[src/rtl/core/mpe_pkg.sv]
// Shared types and constants for the matrix polynomial evaluator.
package mpe_pkg;

  // Width of one matrix element, coefficient or result element.
  localparam int unsigned ELEM_W = 32;

  // Function codes carried by an input transfer.
  typedef enum logic [1:0] {
    FUNC_LOAD_ELEM  = 2'd0,
    FUNC_LOAD_COEF  = 2'd1,
    FUNC_START      = 2'd2,
    FUNC_UNUSED     = 2'd3
  } func_t;

  // Configuration register indexes.
  localparam logic CFG_SIZE   = 1'b0;
  localparam logic CFG_DEGREE = 1'b1;

  // Control of the shared multiply unit.
  typedef struct packed {
    logic mul_en;    // capture a new product
    logic frac_shift; // floor the product back to fixed point
  } arith_ctl_t;

endpackage

[src/rtl/core/mpe_arith.sv]
// Shared multiplier with fixed-point truncation, saturation and a saturating adder.
module mpe_arith #(
  parameter int unsigned FRAC_BITS = 16
) (
  input  logic                            clk,
  input  mpe_pkg::arith_ctl_t             ctl,
  input  logic signed [mpe_pkg::ELEM_W-1:0] op_a,
  input  logic signed [mpe_pkg::ELEM_W-1:0] op_b,
  input  logic signed [mpe_pkg::ELEM_W-1:0] add_a,
  output logic signed [mpe_pkg::ELEM_W-1:0] prod_q,
  output logic                            prod_ovf,
  output logic signed [mpe_pkg::ELEM_W-1:0] sum_q,
  output logic                            sum_ovf
);
  import mpe_pkg::*;

  localparam int unsigned PW = 2 * ELEM_W;

  logic signed [PW-1:0]     product_r;
  logic                     shift_r;
  logic signed [PW-1:0]     scaled;
  logic signed [ELEM_W:0]   wide_sum;

  // Product register: one full-width signed multiply per cycle while mul_en is set.
  always_ff @(posedge clk) begin
    if (ctl.mul_en) begin
      product_r <= PW'(op_a) * PW'(op_b);
      shift_r   <= ctl.frac_shift;
    end
  end

  // When the shift is selected, an arithmetic shift floors towards minus infinity; then clamp to 32 bits.
  always_comb begin
    scaled = shift_r ? (product_r >>> FRAC_BITS) : product_r;
    if (scaled > PW'(signed'({1'b0, {(ELEM_W-1){1'b1}}}))) begin
      prod_q   = {1'b0, {(ELEM_W-1){1'b1}}};
      prod_ovf = 1'b1;
    end else if (scaled < PW'(signed'({1'b1, {(ELEM_W-1){1'b0}}}))) begin
      prod_q   = {1'b1, {(ELEM_W-1){1'b0}}};
      prod_ovf = 1'b1;
    end else begin
      prod_q   = scaled[ELEM_W-1:0];
      prod_ovf = 1'b0;
    end
  end

  // Saturating add of the clamped product to the running value.
  always_comb begin
    wide_sum = {add_a[ELEM_W-1], add_a} + {prod_q[ELEM_W-1], prod_q};
    if (wide_sum[ELEM_W] != wide_sum[ELEM_W-1]) begin
      sum_ovf = 1'b1;
      sum_q   = wide_sum[ELEM_W] ? {1'b1, {(ELEM_W-1){1'b0}}}
                                 : {1'b0, {(ELEM_W-1){1'b1}}};
    end else begin
      sum_ovf = 1'b0;
      sum_q   = wide_sum[ELEM_W-1:0];
    end
  end

endmodule

[config.mk]
export PLATFORM = sky130hd
export DESIGN_NAME = mpe_arith
export DESIGN_NICKNAME = d
export VERILOG_FILES = /design/src/rtl/core/mpe_pkg.sv /design/src/rtl/core/mpe_arith.sv
export SDC_FILE = /design/constraint.sdc
export NUM_CORES = 2
export LEC_CHECK = 0
export ABC_AREA = 1
export BUFFER_PORTS_ARGS = -buffer_cell sky130_fd_sc_hd__buf_2
export CAP_MARGIN = 20
export CORE_UTILIZATION = 55
export CTS_CLUSTER_DIAMETER = 120
export DETAILED_ROUTE_END_ITERATION = 7
export PLACE_DENSITY = 0.75
export SETUP_SLACK_MARGIN = 0.02
export SLEW_MARGIN = 5
export SYNTH_ARGS = -nofsm -noshare
export SYNTH_HDL_FRONTEND = slang
export SYNTH_SLANG_ARGS = --single-unit
[constraint.sdc]
create_clock -name clk -period 10.05 [get_ports clk]
set_input_delay 2.5125 -clock clk [delete_from_list [all_inputs] [get_ports clk]]
set_output_delay 2.5125 -clock clk [all_outputs]
set_load 0.03 [all_outputs]
==> results.txt <==
Dividing the detail-routed via count by the number of cells gives 5.15. The total of hold buffers inserted after clock tree synthesis came out at 0. At the worst endpoint, the arrival time is ~9.7 ns. The number of hold-slack violations in the final timing report is 0. The first-pass GRT wire length came out at about 200 mm. The cell at the root of the clock tree is clkbuf_16. The number of enable-type register cells in the synthesized netlist is 65. The number of antenna violations at the first check in global routing is 0.

The number of nets produced by synthesis came out at a little over 7000. In this run the most critical hold path is launched from ctl[0]. The count of warnings emitted by yosys came out at 0. After clock tree synthesis, the clock-pin slew on the worst setup and hold paths is 0.06 ns. Of the cells placed in the final design, the portion with a size suffix greater than 1 is about 5.2%. The number of buffer cells added on primary ports came out at 164. The wire length reported by the detailed router came out at 122 mm. The final-report setup violation count came out at 0.

The total clock buffers created by CTS is 9. Across the run, the number of max-cap violations was 0. The combined area of all synthesized cells is 44000 µm². The floorplan has 103 rows. The nature of the critical path endpoint is a register. Entering global routing, the biggest net connects 67 pins. The portion of the post-synthesis area used by sequential elements is 4.43%. In this run the biggest area consumer among cell types represents 49.2% of the synthesized area. Among all cell types in the netlist, the one instantiated most often is nand2_1. The required time at the worst-slack endpoint is 10.15 ns. The synthesized instance count is between 5000 and 6000.

The setup fix buffers added after clock tree synthesis came out at 0. The slew at the pin with the worst max-slew slack is 0.965 ns. For hold timing, the worst endpoint is shift_r. The summed area of non-filler cells in the final layout came out at between 40000 and 50000 µm².

The total grt overflow is 0. The final critical path takes up between 90% and 100% of the cycle. The remaining antenna violation count after routing is 0. The height of the die is 285 µm. The run finished with clean final reports. The width of the chip is around 280 µm. The number of detailed-routing iterations run before antenna repair is 8.

Once placement finished, the instance area stood at 46200 µm². The number of distinct library cell variants in the gate-level netlist after synthesis came out at 33. The share of async-settable or async-resettable flops after synthesis is 0%. In this run the worst setup path begins at op_a[31]. The most used flip-flop cell after synthesis is edfxtp_1. Setup repair after global routing left no endpoint under its margin.

The headroom to the max-slew limit is 35.6%. The maximum count of clock buffers along a single path came out at 2. The maximum net fanout on the critical path is 19. The initial DRC count came out at approximately 2400.

The worst hold path belongs to the class in2reg. In this run the mean area of a mapped cell was between 7 and 8 µm². The die covers a little over 80000 µm². The instance count along the most critical hold path is 1.

In the post-synthesis netlist, the biggest area contributors are fa_1 (49%), nand2_1 (15%), inv_1 (15%). Counting every sink on the clock net gives 65. For this run, the total global-route usage over all layers was measured as 31.8%. Summed over all instances, the cell type with the most area after synthesis is fa_1.

The routed layout has ~36000 vias. TritonCTS built the clock tree. The weighted congestion at the end of routability-driven global placement came out at ~0.97. The number of max-slew violations in the final report came out at 0. The number of global-route vias before repair is slightly below 40000. The synthesized design contains 65 register bits. Based on the critical path, the design can be clocked at up to 104 MHz. The HPWL after detailed placement is around 110 mm. The initial core utilization came out at 55.7%. The deepest level of the CTS H-tree is 3. After detailed routing, the average wire length per cell comes to between 15 and 20 µm.

Adding up every negative setup slack in the final design gives 0 ns. The post-route DRC violation count is 0. The net total in the final layout is 7271. The standard cell core area came out at 79100 µm². Counting instances in the post-synthesis netlist gives the leading cell types as nand2_1 (1816), inv_1 (1752), fa_1 (1083), ha_1 (216), nor2_1 (204). 165 I/O pins were placed.

The worst setup path is of the in2reg kind. Subtracting the final worst setup slack from the clock period gives approximately 9.6 ns. The number of gates given a new drive strength after cts came out at 0. The area growth from synthesis to final layout came out at 5.59%. The nature of the critical path startpoint is a primary input.
layout by cell type, fill, tap and decap left out, types with 2 or more instances in the layout:
cell type,Yosys,final
and3_1,2,2
nand3_1,101,101
xor2_1,47,47
xnor2_1,7,7
nand2_2,5,5
clkbuf_16,0,9
buf_4,6,102
nor4_1,7,7
bufinv_16,0,2
buf_2,7,164
inv_1,1752,1752
or2_2,11,11
nand2_1,1816,1816
a21o_1,3,3
buf_12,0,7
o2111ai_1,2,2
a21oi_1,106,106
edfxtp_1,65,65
o21bai_1,21,21
nor3_1,13,13
o21ai_0,75,75
o21ai_1,6,6
nor2_1,204,204
o21a_1,6,6
ha_1,216,216
nand4_1,35,35
fa_1,1083,1083
state kept, by name (all words and copies together) (netlist names):
| register | flops |
|---|---|
| product_r | 64 |
| shift_r | 1 |
how the worst max path moves through the flow:
stage	depth (start not counted)	endpoint
6_report	23	product_r[56]
2_1_floorplan	26	product_r[63]
3_3_place_gp	27	product_r[56]
5_1_grt	23	product_r[56]
3_5_place_dp	23	product_r[56]
4_1_cts	23	product_r[56]
cell type report:
class                      count  area [µm²]
multi-input combinational   3771       34600
tap                         1050        1310
inverter                    1753        6580
clock inverter                 7        93.8
sequential                    65        1950
antenna                        1        2.50
fill                        7378       32600
timing repair buffer         273        1730
clock buffer                   9         225
per-layer routing:
metal	routed length, µm	up-vias	part of all wire (%)	track usage (%)
met5	0	-	0	0
met4	4060	0	3.3	9.80
met3	7510	255	6.1	3.35
met2	61500	1290	50	56.3
met1	49200	17800	40	41.1
li1	-	16300	-	-
logic make-up after synthesis:
kind of cell / share of synthesized area, %
flops: 4.43
compound gates: 2.68
buf+inv: 17.0
simple gates: 19.5
fa+ha+maj: 55.4
xor+xnor: 1.07
through the flow:
step,util (%),setup WS [ns],hold slack (ns),std cells
3_3_place_gp,58.4,0.253,2.69,6912
2_1_floorplan,-,0.412,2.61,5809
3_5_place_dp,58.4,0.157,2.69,6912
6_report,58.8,0.478,2.34,6929
4_1_cts,58.8,0.502,2.33,6928
5_1_grt,58.8,0.0627,2.33,6928
worst max-delay path: stages:
cell	delay (ns)
buf_2	0.36
nand2_1	0.21
fa_1	0.78
fa_1	0.59
fa_1	0.52
inv_1	0.46
fa_1	0.55
fa_1	0.51
fa_1	0.49
inv_1	0.05
fa_1	0.47
inv_1	0.05
fa_1	0.45
ha_1	0.36
nand2_1	0.11
nor2_1	0.11
inv_1	0.10
nor2_1	0.29
nand2_1	0.15
nor3_1	0.16
nand2_1	0.18
nand4_1	0.12
nand2_1	0.06
Power is not shown: default switching activity piles up to over one toggle a cycle in this logic, so the estimate is an artifact.
